File: config.mk
export PLATFORM = sky130hd
export DESIGN_NAME = serial_radio_command_interpreter
export DESIGN_NICKNAME = d
export VERILOG_FILES = /design/src/rtl/core/rsci_pkg.sv /design/src/rtl/core/serial_radio_command_interpreter.sv /design/src/rtl/core/rsci_line_buf.sv /design/src/rtl/core/rsci_engine.sv
export SDC_FILE = /design/constraint.sdc
export NUM_CORES = 1
export LEC_CHECK = 0
export BUFFER_PORTS_ARGS = -buffer_cell sky130_fd_sc_hd__buf_2
export CELL_PAD_IN_SITES_DETAIL_PLACEMENT = 0
export CELL_PAD_IN_SITES_GLOBAL_PLACEMENT = 2
export CORE_MARGIN = 8
export CORE_UTILIZATION = 35
export DETAILED_ROUTE_END_ITERATION = 10
export PLACE_DENSITY = 0.75
export SETUP_SLACK_MARGIN = 0.3
export SYNTH_ARGS = -nofsm -noshare
export SYNTH_HDL_FRONTEND = slang
export SYNTH_HIERARCHICAL = 1
export SYNTH_SLANG_ARGS = --single-unit
File: constraint.sdc
create_clock -name clk -period 5.3 [get_ports clk]
set_input_delay 0.265 -clock clk [delete_from_list [all_inputs] [get_ports clk]]
set_output_delay 0.265 -clock clk [all_outputs]
set_load 0.01 [all_outputs]
File: src/rtl/core/rsci_pkg.sv
`timescale 1ns / 1ps
// shared types, character codes and response text functions of the command interpreter
package rsci_pkg;

    typedef logic [7:0] byte_t;

    localparam int LINE_DEPTH = 8;
    localparam int LINE_IDX_W = $clog2(LINE_DEPTH);
    localparam int COUNT_W    = 4;
    localparam int POS_W      = 5;
    localparam int FREQ_DIGITS = 6;
    localparam int FREQ_W     = 4 * FREQ_DIGITS;

    localparam logic [COUNT_W-1:0] COUNT_MAX   = 4'd15;
    localparam logic [COUNT_W-1:0] MIN_CMD_LEN = 4'd2;
    localparam logic [COUNT_W-1:0] LINE_DEPTH_CNT = COUNT_W'(LINE_DEPTH);
    localparam logic [COUNT_W-1:0] FIRST_ARG_POS  = 4'd2;

    // frequency held as six bcd digits, reset 16000 khz
    localparam logic [FREQ_W-1:0] FREQ_RESET_BCD = 24'h016000;

    localparam byte_t CHAR_SEMI = 8'h3B;
    localparam byte_t CHAR_0    = 8'h30;
    localparam byte_t CHAR_1    = 8'h31;
    localparam byte_t CHAR_9    = 8'h39;
    localparam byte_t CHAR_T    = 8'h54;
    localparam byte_t CHAR_X    = 8'h58;
    localparam byte_t CHAR_F    = 8'h46;
    localparam byte_t CHAR_A    = 8'h41;
    localparam byte_t CHAR_I    = 8'h49;
    localparam byte_t CHAR_S    = 8'h53;
    localparam byte_t CHAR_P    = 8'h50;

    localparam int SP_LEN = 24;
    localparam logic [8*SP_LEN-1:0] SP_TEXT = "Never Gonna Give You Up!";

    typedef enum logic [1:0] {
        RESP_TX,
        RESP_FA,
        RESP_IF,
        RESP_SP
    } resp_kind_t;

    typedef enum logic [1:0] {
        ST_IDLE,
        ST_PARSE,
        ST_EMIT
    } eng_state_t;

    // what the line buffer shows the engine
    typedef struct packed {
        logic [COUNT_W-1:0] count;
        byte_t              c0;
        byte_t              c1;
        byte_t              c2;
    } line_view_t;

    // one response word offered to the output register
    typedef struct packed {
        logic  valid;
        byte_t data;
        logic  last;
    } emit_t;

    function automatic logic is_digit(input byte_t ch);
        return (ch >= CHAR_0) && (ch <= CHAR_9);
    endfunction

    function automatic logic [POS_W-1:0] resp_last_pos(input resp_kind_t kind);
        logic [POS_W-1:0] p;
        case (kind)
            RESP_TX: p = 5'd3;
            RESP_FA: p = 5'd11;
            RESP_IF: p = 5'd27;
            RESP_SP: p = 5'd24;
            default: p = 5'd3;
        endcase
        return p;
    endfunction

    // digit 0 is the most significant one
    function automatic byte_t freq_char(input logic [FREQ_W-1:0] freq, input int k);
        return {4'h3, freq[4*(FREQ_DIGITS-1-k) +: 4]};
    endfunction

    function automatic byte_t resp_char(input resp_kind_t kind, input logic [POS_W-1:0] pos,
                                        input logic [FREQ_W-1:0] freq, input logic tx_en);
        byte_t ch;
        int    p;
        p  = int'(pos);
        ch = CHAR_0;
        case (kind)
            RESP_TX: begin
                case (pos)
                    5'd0:    ch = CHAR_T;
                    5'd1:    ch = CHAR_X;
                    5'd2:    ch = tx_en ? CHAR_1 : CHAR_0;
                    default: ch = CHAR_SEMI;
                endcase
            end
            RESP_FA: begin
                if (p == 0)
                    ch = CHAR_F;
                else if (p == 1)
                    ch = CHAR_A;
                else if (p < 2 + FREQ_DIGITS)
                    ch = freq_char(freq, p - 2);
                else if (p < 11)
                    ch = CHAR_0;
                else
                    ch = CHAR_SEMI;
            end
            RESP_IF: begin
                if (p == 0)
                    ch = CHAR_I;
                else if (p == 1)
                    ch = CHAR_F;
                else if (p < 5)
                    ch = CHAR_0;
                else if (p < 5 + FREQ_DIGITS)
                    ch = freq_char(freq, p - 5);
                else if (p < 27)
                    ch = CHAR_0;
                else
                    ch = CHAR_SEMI;
            end
            RESP_SP: begin
                if (p < SP_LEN)
                    ch = SP_TEXT[8*(SP_LEN-1-p) +: 8];
                else
                    ch = CHAR_SEMI;
            end
            default: ch = CHAR_SEMI;
        endcase
        return ch;
    endfunction

endpackage

File: src/rtl/core/serial_radio_command_interpreter.sv
`timescale 1ns / 1ps
// top level of the serial radio command interpreter
// a plain character is counted into the line buffer when taken; ';' decodes in the cycle it is taken
// a response word offered by the sequencer is loaded into the output register and leaves from there,
// one word per cycle while out_ready holds
// a frequency set shifts its digits, at most six, into the frequency in the digit shifter
// reset: count and transmit enable clear, frequency 16000 khz, no response pending
module serial_radio_command_interpreter import rsci_pkg::*;
(
    input  logic  clk,
    input  logic  rst_n,
    input  logic  in_valid,
    output logic  in_ready,
    input  byte_t rx_byte,
    output logic  out_valid,
    input  logic  out_ready,
    output byte_t tx_byte,
    output logic  last_of_response
);

    logic                  in_take;
    logic                  is_semi;
    logic                  eng_idle;
    line_view_t            view;
    byte_t                 rd_data;
    logic [LINE_IDX_W-1:0] rd_idx;
    emit_t                 emit;
    logic                  emit_take;

    logic  out_valid_reg, out_valid_next;
    byte_t tx_byte_reg, tx_byte_next;
    logic  last_reg, last_next;

    // input is taken whenever the sequencer is idle, even with a word still waiting
    assign in_ready = eng_idle;
    assign in_take  = in_valid && in_ready;
    assign is_semi  = (rx_byte == CHAR_SEMI);

    rsci_line_buf u_line_buf
    (
        .clk     (clk),
        .rst_n   (rst_n),
        .wr      (in_take && !is_semi),
        .clr     (in_take && is_semi),
        .wr_data (rx_byte),
        .rd_idx  (rd_idx),
        .rd_data (rd_data),
        .view    (view)
    );

    rsci_engine u_engine
    (
        .clk       (clk),
        .rst_n     (rst_n),
        .in_take   (in_take),
        .in_data   (rx_byte),
        .view      (view),
        .rd_data   (rd_data),
        .rd_idx    (rd_idx),
        .idle      (eng_idle),
        .emit      (emit),
        .emit_take (emit_take)
    );

    // output register: loads when empty or being drained this cycle
    assign emit_take = emit.valid && (!out_valid_reg || out_ready);

    always_comb
    begin
        out_valid_next = out_valid_reg;
        tx_byte_next   = tx_byte_reg;
        last_next      = last_reg;
        if (emit_take)
        begin
            out_valid_next = 1'b1;
            tx_byte_next   = emit.data;
            last_next      = emit.last;
        end
        else if (out_ready)
            out_valid_next = 1'b0;
    end

    always_ff @(posedge clk or negedge rst_n)
    begin
        if (!rst_n)
            out_valid_reg <= 1'b0;
        else
            out_valid_reg <= out_valid_next;
    end

    // payload needs no reset
    always_ff @(posedge clk)
    begin
        tx_byte_reg <= tx_byte_next;
        last_reg    <= last_next;
    end

    assign out_valid        = out_valid_reg;
    assign tx_byte          = tx_byte_reg;
    assign last_of_response = last_reg;

endmodule

File: src/rtl/core/rsci_line_buf.sv
`timescale 1ns / 1ps
// line buffer: first eight characters of the line and a saturating count
module rsci_line_buf import rsci_pkg::*;
(
    input  logic                  clk,
    input  logic                  rst_n,
    input  logic                  wr,
    input  logic                  clr,
    input  byte_t                 wr_data,
    input  logic [LINE_IDX_W-1:0] rd_idx,
    output byte_t                 rd_data,
    output line_view_t            view
);

    byte_t              chars_reg [LINE_DEPTH];
    logic [COUNT_W-1:0] count_reg;
    logic [COUNT_W-1:0] count_next;

    always_comb
    begin
        count_next = count_reg;
        if (clr)
            count_next = '0;
        else if (wr && (count_reg < COUNT_MAX))
            count_next = count_reg + 1'b1;
    end

    always_ff @(posedge clk or negedge rst_n)
    begin
        if (!rst_n)
            count_reg <= '0;
        else
            count_reg <= count_next;
    end

    // storage is undefined until written, only written slots are ever read
    always_ff @(posedge clk)
    begin
        if (wr && (count_reg < LINE_DEPTH_CNT))
            chars_reg[count_reg[LINE_IDX_W-1:0]] <= wr_data;
    end

    assign rd_data    = chars_reg[rd_idx];
    assign view.count = count_reg;
    assign view.c0    = chars_reg[0];
    assign view.c1    = chars_reg[1];
    assign view.c2    = chars_reg[2];

endmodule

File: src/rtl/core/rsci_engine.sv
`timescale 1ns / 1ps
// command sequencer: decode on ';', digit shift parse and response walk
module rsci_engine import rsci_pkg::*;
(
    input  logic                  clk,
    input  logic                  rst_n,
    input  logic                  in_take,
    input  byte_t                 in_data,
    input  line_view_t            view,
    input  byte_t                 rd_data,
    output logic [LINE_IDX_W-1:0] rd_idx,
    output logic                  idle,
    output emit_t                 emit,
    input  logic                  emit_take
);

    eng_state_t         state_reg, state_next;
    resp_kind_t         kind_reg, kind_next;
    logic [POS_W-1:0]   pos_reg, pos_next;
    logic [COUNT_W-1:0] idx_reg, idx_next;
    logic [COUNT_W-1:0] end_reg, end_next;
    logic [FREQ_W-1:0]  freq_reg, freq_next;
    logic               tx_en_reg, tx_en_next;
    logic [COUNT_W-1:0] stored;

    assign stored = (view.count > LINE_DEPTH_CNT) ? LINE_DEPTH_CNT : view.count;

    always_ff @(posedge clk or negedge rst_n)
    begin
        if (!rst_n)
        begin
            state_reg <= ST_IDLE;
            kind_reg  <= RESP_TX;
            pos_reg   <= '0;
            idx_reg   <= '0;
            end_reg   <= '0;
            freq_reg  <= FREQ_RESET_BCD;
            tx_en_reg <= 1'b0;
        end
        else
        begin
            state_reg <= state_next;
            kind_reg  <= kind_next;
            pos_reg   <= pos_next;
            idx_reg   <= idx_next;
            end_reg   <= end_next;
            freq_reg  <= freq_next;
            tx_en_reg <= tx_en_next;
        end
    end

    always_comb
    begin
        state_next = state_reg;
        kind_next  = kind_reg;
        pos_next   = pos_reg;
        idx_next   = idx_reg;
        end_next   = end_reg;
        freq_next  = freq_reg;
        tx_en_next = tx_en_reg;
        case (state_reg)
            ST_IDLE:
            begin
                if (in_take && (in_data == CHAR_SEMI) && (view.count >= MIN_CMD_LEN))
                begin
                    pos_next = '0;
                    if ((view.c0 == CHAR_T) && (view.c1 == CHAR_X))
                    begin
                        if (view.count == MIN_CMD_LEN)
                        begin
                            kind_next  = RESP_TX;
                            state_next = ST_EMIT;
                        end
                        else
                            tx_en_next = (view.c2 == CHAR_1);
                    end
                    else if ((view.c0 == CHAR_F) && (view.c1 == CHAR_A))
                    begin
                        if (view.count == MIN_CMD_LEN)
                        begin
                            kind_next  = RESP_FA;
                            state_next = ST_EMIT;
                        end
                        else
                        begin
                            // no digits leaves zero
                            freq_next  = '0;
                            idx_next   = FIRST_ARG_POS;
                            end_next   = stored;
                            state_next = ST_PARSE;
                        end
                    end
                    else if ((view.c0 == CHAR_I) && (view.c1 == CHAR_F))
                    begin
                        kind_next  = RESP_IF;
                        state_next = ST_EMIT;
                    end
                    else if ((view.c0 == CHAR_S) && (view.c1 == CHAR_P))
                    begin
                        kind_next  = RESP_SP;
                        state_next = ST_EMIT;
                    end
                end
            end
            ST_PARSE:
            begin
                // one digit shifted in per cycle, stop at end of stored text or non-digit
                if ((idx_reg == end_reg) || !is_digit(rd_data))
                    state_next = ST_IDLE;
                else
                begin
                    freq_next = {freq_reg[FREQ_W-5:0], rd_data[3:0]};
                    idx_next  = idx_reg + 1'b1;
                end
            end
            ST_EMIT:
            begin
                if (emit_take)
                begin
                    if (pos_reg == resp_last_pos(kind_reg))
                        state_next = ST_IDLE;
                    else
                        pos_next = pos_reg + 1'b1;
                end
            end
            default: state_next = ST_IDLE;
        endcase
    end

    assign rd_idx     = idx_reg[LINE_IDX_W-1:0];
    assign idle       = (state_reg == ST_IDLE);
    assign emit.valid = (state_reg == ST_EMIT);
    assign emit.data  = resp_char(kind_reg, pos_reg, freq_reg, tx_en_reg);
    assign emit.last  = (pos_reg == resp_last_pos(kind_reg));

endmodule

==> results of run 1 <==
==> power by group <==
group / switching (mW) / internal, mW / total, mW
Combinational: 0.102 / 0.0654 / 0.168
Clock: 0.457 / 0.703 / 1.16
Sequential: 0.0480 / 1.04 / 1.09
Total: 0.608 / 1.81 / 2.42
==> Yosys cell counts, types with 3 or more instances <==
cell type  instances
nand2_1           85
edfxtp_1          73
o21ai_0           51
nor2_1            45
dfrtp_1           44
a21oi_1           24
clkbuf_1          18
ha_1              15
mux4_1            15
mux2i_1           14
nand2b_1          14
inv_1             13
nor3_1            13
mux2_2            12
nand3_1           10
nor2b_1           10
buf_2              9
mux4_2             8
a31oi_1            5
buf_4              5
nand4_1            5
nor4_1             5
o31ai_1            5
xor2_1             5
a21o_1             4
a22o_1             4
o211ai_1           4
o22ai_1            4
xnor2_1            4
dfstp_2            3
nand3b_1           3
o21ai_1            3
or3_1              3
==> final cells by class <==
type | count | area [µm²]
Clock inverter | 15 | 166
Fill cell | 1792 | 11100
Tap cell | 234 | 293
Inverter | 15 | 56.3
Sequential cell | 120 | 3370
Timing Repair Buffer | 30 | 173
Multi-Input combinational cell | 419 | 3040
Clock buffer | 17 | 425
==> kinds of logic after synthesis <==
kind of cell	after synthesis	share of synthesized area [%]
mux	49	12.8
compound gates	133	12.8
flops	120	50.7
xor+xnor	9	1.19
simple gates	210	15.7
other cells	1	0.0564
buf+inv	51	3.69
fa+ha+maj	17	3.13
==> routing by layer <==
metal | routed length (µm) | GRT usage, % | vias to the layer above
li1 | - | - | 2247
met1 | 7250 | 16.8 | 2335
met2 | 8160 | 24.4 | 96
met3 | 482 | 3.11 | 19
met4 | 172 | 4.20 | 0
met5 | 0 | 0 | -
==> worst max-delay path, delay by kind of cell, from the launching register on <==
| family | cells | cell delay [ps] |
|---|---|---|
| flip-flops | 1 | 860 |
| adder cells (fa/ha/maj) | 2 | 840 |
| buffers and inverters | 1 | 590 |
| multiplexers | 1 | 530 |
| AO/OA/AOI/OAI | 3 | 490 |
| AND/OR/NAND/NOR | 3 | 460 |
==> worst max-delay path by stage <==
stage,startpoint,to,slack [ps],cells past startpoint
4_1_cts,u_engine/pos_reg[1],tx_byte[2],1250,10
3_3_place_gp,u_engine/pos_reg[1],tx_byte[2],1460,10
3_5_place_dp,u_engine/pos_reg[1],tx_byte[2],1250,10
5_1_grt,u_engine/pos_reg[1],tx_byte[2],950,10
2_1_floorplan,u_engine/pos_reg[1],tx_byte[2],2220,11
6_report,u_engine/pos_reg[1],tx_byte[2],1220,10
==> repair_timing <==
| item | 4_1_cts | 5_1_grt |
|---|---|---|
| hold buffers | 1 | 0 |
| endpoints found under the setup margin | 0 | 0 |
| hold endpoints to repair | 44 | 0 |
| gates resized for setup | 0 | 0 |
==> results.tsv, run 1 <==
metric	value	unit
Inst Count DP	817	
largest net degree at the start of global routing	56	
cell accounting for the most synthesized area	edfxtp_1	
max-slew violations	0	
number of flip-flops in the largest register	64	
Site Rows	50	
end of the worst hold path	out_valid	
Yosys top cell area share	33.0	%
Post-Syn Nets	617	
status	finished, final reports clean	
Required @ worst endpoint	5420	ps
critical path startpoint category	flip-flop	
Detail Placement HPWL	11.1	mm
Skew-Pair Late Insertion Delay	420	ps
Reg2Reg Setup Slack	1220	ps
antenna-violating nets left	0	
Seq/Total Area, Yosys	50.7	%
CTS H-Tree Depth	4	
Initial Utilization	35.7	%
I/O pins	23	
Arr. time, crit path	4200	ps
initial antenna violation count	0	
total power	2.42	mW
core box area	18600	µm²
GP Congestion	0.815	
NumNets Final	630	
r2r endpoint	tx_byte[2]	
TritonRoute pass-1 iters	5	
Die X	154	µm
cells along the critical path	clkinv_1 > ha_1 > and2b_1 > nor2_1 > ha_1 > mux4_2 > a21oi_1 > nor2_1 > a21boi_0 > o311ai_0	
Power Dens Cells	322	nW/µm²
FF-to-FF Start	u_engine/pos_reg[1]	
routed len/inst	18.9	µm
area of the die	23700	µm²
WHS	121	ps
max-capacitance violation count	0	
top post-synthesis cells by area	edfxtp_1, dfrtp_1, mux4_1	
Final Critical Period	4080	ps
Area growth, synth to finish	13.2	%
Synth cell types	79	
final setup margin	1220	ps
Syn Area/Cell	11.3	µm²
crit path max fanout	22	
post-route cell area	7530	µm²
Cell Area, Synth	6650	µm²
Synth Flop Type	edfxtp_1	
worst r2r path cells	10	
maximum VDD drop	0.224	mV
critical path type	reg -> reg	
grt ovf	0	
Place WS	1250	ps
initial DRC count	328	
Post-CTS Setup Bufs	0	
Slew @ Worst Pin	1160	ps
number of global-route vias before repair	4708	
DR vias/cell	5.53	
TritonCTS Buffers	17	
final wirelength	16.1	mm
CTS sink cnt	120	
placed cell area	6920	µm²
# DRC	0	
most common cell after layout, fill and taps aside	nand2_1	
Slowest-stage cell, CP	dfrtp_1	
max_slew headroom	22.2	%
Max Fclk	245	MHz
ANT cells	0	
CTS tree	done	
Setup Skew	10.6	ps
GRT Resource Usage Total	13.9	%
hold depth	3	
commonest cells after routing, fill and taps aside	nand2_1, edfxtp_1, o21ai_0	
setup_tns	0	ps
Pleak	2.72	nW
critical path capture point type	flip-flop	
CTS max path bufs	2	
# port buffers	22	
RSZ-0062 raised after global routing	false	
number of synthesized register bits	120	
Final Util	40.4	%
period utilization	77.0	%
Post-synth EDFFs	73	
count of final hold-check violations	0	
Yosys warnings	6	
first-pass GRT wire length	26.0	mm
non-filler instance count after layout	850	
Via Count	4697	
Crit path largest cell delay	860	ps
HP Class	in -> reg	
Hold Startpoint	out_ready	
fraction of layout cells with a size suffix above 1	15.1	%
CTS Root Cell	clkbuf_16	
final setup violation count	0	
async set-reset flop share out of synthesis	39.2	%
Syn Inst Count	590	
Reg clk slew, reported paths	60	ps
die height	154	µm
No activity file was read; power rests on OpenSTA's default activity.
==> run 2: changes to the inputs <==
--- a/config.mk
+++ b/config.mk
@@ -11,7 +11,7 @@
 export CORE_MARGIN = 8
 export CORE_UTILIZATION = 35
 export DETAILED_ROUTE_END_ITERATION = 10
-export PLACE_DENSITY = 0.75
+export PLACE_DENSITY = 0.77
 export SETUP_SLACK_MARGIN = 0.3
 export SYNTH_ARGS = -nofsm -noshare
 export SYNTH_HDL_FRONTEND = slang
==> constraint.sdc (replaced) <==
create_clock -name clk -period 3.7 [get_ports clk]
set_input_delay 0.185 -clock clk [delete_from_list [all_inputs] [get_ports clk]]
set_output_delay 0.185 -clock clk [all_outputs]
set_load 0.01 [all_outputs]
==> run 2 against run 1 <==
Effect of this change: the run now ends with negative hold slack left; design area grew 1.3%; combinational power grew 51%; non-clock buffer count increased by 15; clock skew is 3.1 ps higher; critical path depth fell by 1; global-route usage grew 0.11 points; highest routed layer unchanged; sequential share of layout area down 0.60 points; die area unchanged; first-iteration DRC count increased by 14%; clock power is 41% higher; final cell count up 1.8%; core utilization is 0.54 points higher.
==> results.tsv, run 2 (same netlist as run 1, synthesis figures left out) <==
metric	value	unit
final wirelength	16.3	mm
WHS	-22.8	ps
Pleak	2.79	nW
Hold Buf Count CTS	0	
initial DRC count	374	
grt ovf	0	
max-capacitance violation count	0	
die height	154	µm
# DRC	0	
HP Class	in -> async	
I/O pins	23	
max_slew headroom	27.5	%
CTS tree	done	
TritonCTS Buffers	17	
RSZ-0062 raised after global routing	false	
status	complete, but fails checks	
most frequent cell on the critical path	nand2_1	
GRT Resource Usage Total	14.0	%
Slowest-stage cell, CP	nor4_4	
largest net degree at the start of global routing	53	
Skew-Pair Late Insertion Delay	410	ps
CP Launch Point	u_engine/state_reg[0]	
initial antenna violation count	0	
Max Fclk	321	MHz
ANT cells	0	
TritonRoute pass-1 iters	5	
crit path max fanout	10	
count of final hold-check violations	21	
first-pass GRT wire length	26.3	mm
DR vias/cell	5.58	
failing checks	negative hold slack	
maximum VDD drop	0.383	mV
most common cell after layout, fill and taps aside	nand2_1	
max-slew violations	0	
cells along the critical path	nor2_1 > nand2_1 > inv_1 > and4bb_1 > nand4_1 > nor4_4 > nand2_1 > nor4_1 > mux2_2	
Detail Placement HPWL	11.4	mm
worst setup path endpoint	u_engine/tx_en_reg	
FF-to-FF Start	u_engine/state_reg[0]	
CTS H-Tree Depth	4	
number of flip-flops in the largest register	64	
area of the die	23700	µm²
setup_tns	0	ps
core box area	18600	µm²
Final Critical Period	3120	ps
Setup Skew	13.7	ps
Reg2Reg Setup Slack	580	ps
fraction of layout cells with a size suffix above 1	17.3	%
Site Rows	50	
NumNets Final	645	
number of global-route vias before repair	4845	
Reg clk slew, reported paths	60	ps
critical path capture point type	flip-flop	
Power Dens Cells	451	nW/µm²
Arr. time, crit path	3420	ps
r2r endpoint	u_engine/tx_en_reg	
critical path's top delay family	simple AND/OR/NAND/NOR gates	
GP Congestion	0.888	
CTS Root Cell	clkbuf_16	
final setup violation count	0	
Worst path depth	9	
Post-CTS Setup Bufs	0	
worst r2r path cells	9	
Required @ worst endpoint	4000	ps
commonest cells after routing, fill and taps aside	nand2_1, edfxtp_1, o21ai_0	
CTS max path bufs	2	
period utilization	84.3	%
Area growth, synth to finish	14.8	%
routed len/inst	18.8	µm
Die X	154	µm
critical path type	reg -> reg	
Crit path largest cell delay	610	ps
Initial Utilization	35.7	%
Via Count	4829	
Slew @ Worst Pin	1090	ps
CTS sink cnt	120	
antenna-violating nets left	0	
# port buffers	22	
critical path startpoint category	flip-flop	
Worst Path Buf+Inv	1	
[run 2: where the power goes]
group / total, mW / switching (mW) / leakage, nW / internal [mW]
registers: 1.56 / 0.0634 / 1.28 / 1.49
logic: 0.253 / 0.152 / 1.23 / 0.101
clock network: 1.63 / 0.632 / 0.275 / 0.998
[run 2: repair_timing]
| action | CTS | global route |
|---|---|---|
| hold endpoints to repair | 0 | 0 |
| endpoints found under the setup margin | 0 | 1 |
| resized for setup | 0 | 1 |
[run 2: metal layers]
metal,wire length (µm),part of all wire (%),GRT usage [%],vias to the layer above
met4,306,1.9,5.41,0
met5,0,0,0,-
met2,8020,49,23.4,119
li1,-,-,-,2269
met3,717,4.4,3.50,22
met1,7220,44,17.2,2419
[run 2: stage by stage]
step | total power [mW] | instances | utilization, % | instance area (µm²) | worst slack (ps)
after floorplan | 1.74 | 590 | - | 6650 | 618
after global placement | 1.83 | 833 | 37.8 | 7040 | 586
after detailed placement | 1.84 | 833 | 37.8 | 7040 | 482
after CTS | 3.47 | 865 | 40.9 | 7620 | 447
after global routing | 3.58 | 865 | 40.9 | 7630 | 370
final | 3.44 | 865 | 40.9 | 7630 | 581
[run 2: worst min path at each step]
stage,slack (ps),startpoint,end
after global routing,70,rst_n,u_engine/freq_reg[9]
after CTS,10,rst_n,u_engine/freq_reg[18]
after global placement,430,rst_n,u_engine/freq_reg[18]
after detailed placement,440,rst_n,u_engine/freq_reg[18]
final,-20,rst_n,u_engine/freq_reg[9]
after floorplan,-110,rst_n,out_valid
[run 2: final cells by class]
type	instances	area, µm²
multi-input cells	419	3050
clock inverters	13	145
repair buffers	45	283
flip-flops and latches	120	3370
fillers	1793	11000
inverters	15	56.3
well taps	234	293
clock buffers	19	433
==> run 3: changes to the inputs <==
--- a/config.mk
+++ b/config.mk
@@ -11,7 +11,7 @@
 export CORE_MARGIN = 8
 export CORE_UTILIZATION = 35
 export DETAILED_ROUTE_END_ITERATION = 10
-export PLACE_DENSITY = 0.77
+export PLACE_DENSITY = 0.75
 export SETUP_SLACK_MARGIN = 0.3
 export SYNTH_ARGS = -nofsm -noshare
 export SYNTH_HDL_FRONTEND = slang
==> constraint.sdc (replaced) <==
create_clock -name clk -period 2.9 [get_ports clk]
set_input_delay 0.145 -clock clk [delete_from_list [all_inputs] [get_ports clk]]
set_output_delay 0.145 -clock clk [all_outputs]
set_load 0.01 [all_outputs]
==> run 3 against run 2 <==
Effect of this change: the flow now finishes without violations; worst hold slack improved by 40 ps; critical path depth increased by 2; via count increased by 4.3%; first-iteration DRC count increased by 11%; power increased by 30%; setup slack got worse by 450 ps; largest cell class unchanged; highest routed layer unchanged.
==> results.tsv, run 3 (same netlist as run 1, synthesis figures left out) <==
metric	value	unit
status	finished, final reports clean	
WHS	17.2	ps
post-route cell area	8310	µm²
Via Count	5035	
Max Fclk	361	MHz
setup_tns	0	ps
critical path startpoint category	flip-flop	
Setup Skew	11.4	ps
TritonRoute pass-1 iters	5	
period utilization	95.4	%
CTS sink cnt	120	
max_slew headroom	54.5	%
area of the die	23700	µm²
routed len/inst	19.6	µm
DR vias/cell	5.61	
Reg clk slew, reported paths	60	ps
grt ovf	0	
CTS tree	done	
critical path capture point type	flip-flop	
Inst Count DP	846	
max-capacitance violation count	0	
GRT Resource Usage Total	15.3	%
# port buffers	22	
placed cell area	7200	µm²
final setup violation count	0	
max-slew violations	0	
Pleak	3.10	nW
number of flip-flops in the largest register	64	
initial DRC count	414	
Slew @ Worst Pin	683	ps
critical path type	reg -> reg	
Detail Placement HPWL	11.7	mm
count of final hold-check violations	0	
Area growth, synth to finish	25.1	%
Initial Utilization	35.7	%
I/O pins	23	
maximum VDD drop	0.403	mV
CTS H-Tree Depth	4	
Power Dens Cells	539	nW/µm²
largest net degree at the start of global routing	34	
first-pass GRT wire length	28.1	mm
commonest cells after routing, fill and taps aside	edfxtp_1, nand2_1, buf_4	
Final Critical Period	2770	ps
most common cell after layout, fill and taps aside	edfxtp_1	
antenna-violating nets left	0	
RSZ-0062 raised after global routing	true	
HP Class	in -> reg	
Site Rows	50	
fillers	1748	
CTS max path bufs	2	
ANT cells	0	
CTS Root Cell	clkbuf_16	
crit path max fanout	7	
number of global-route vias before repair	4978	
final wirelength	17.6	mm
Skew-Pair Late Insertion Delay	430	ps
Required @ worst endpoint	3210	ps
non-filler instance count after layout	898	
# DRC	0	
initial antenna violation count	0	
GP Congestion	0.888	
NumNets Final	678	
fraction of layout cells with a size suffix above 1	31.6	%
core box area	18600	µm²
Arr. time, crit path	3080	ps
die height	154	µm
TritonCTS Buffers	17	
Die X	154	µm
-- run 3: path summary, 6_finish.rpt --
check,slack (ps),end,depth (start not counted),startpoint
worst max-delay path,130,u_engine/freq_reg[1],11,u_engine/idx_reg[1]
worst min-delay path,20,out_valid,3,out_ready
worst max register to register,130,u_engine/freq_reg[1],11,u_engine/idx_reg[1]
worst min register to register,500,u_engine/freq_reg[16],2,u_engine/freq_reg[16]
max in group asynchronous,1790,u_engine/freq_reg[14],3,rst_n
min in group asynchronous,300,u_line_buf/count_reg[0],2,rst_n
-- run 3: critical path, cell delays in order, from the launching register on --
cell and delay (ps):
dfrtp_2 420, buf_12 150, mux4_2 520, mux2_4 290, o21ai_4 160, nand4_1 190
nor3_2 300, o32ai_4 170, buf_12 190, buf_16 150, nand2_2 50, o21ai_1 60
-- run 3: power breakdown --
part           internal (mW)  leakage [nW]  switching (mW)
logic                  0.138          1.52           0.204
registers               1.91          1.28          0.0836
clock network           1.23         0.294           0.918
total                   3.28          3.10            1.21
-- run 3: timing repair --
action / CTS / global route
gates resized for setup: 51 / 51
setup endpoints to repair: 31 / 69
endpoints found under the hold margin: 28 / 0
hold buffers: 1 / 0
cloned: 5 / 1
pin swaps: 9 / 18
buffers inserted: 10 / 3
-- run 3: final cells by class --
class,instances,area [µm²],area share (%)
clock buffer,17,425,5.12
clock inverter,15,174,2.09
inverter,15,63.8,0.768
multi-input combinational,419,3270,39.4
sequential,120,3370,40.6
tap,234,293,3.52
timing repair buffer,78,708,8.52
-- run 3: per-layer routing --
layer | vias to the layer above | share of wire (%) | global-route usage (%)
met5 | - | 0 | 0
met2 | 169 | 49 | 24.7
met4 | 0 | 2.6 | 6.86
met3 | 42 | 4.1 | 2.77
met1 | 2481 | 44 | 19.6
li1 | 2343 | - | -
-- run 3: metrics by stage --
stage               setup WS, ps  util (%)  power [mW]
floorplan                    254         -        2.22
global placement            28.2      38.6        2.35
detailed placement          13.0      38.6        2.36
CTS                          164      43.6        4.52
global route                68.0      44.6        4.65
finish                       132      44.6        4.48
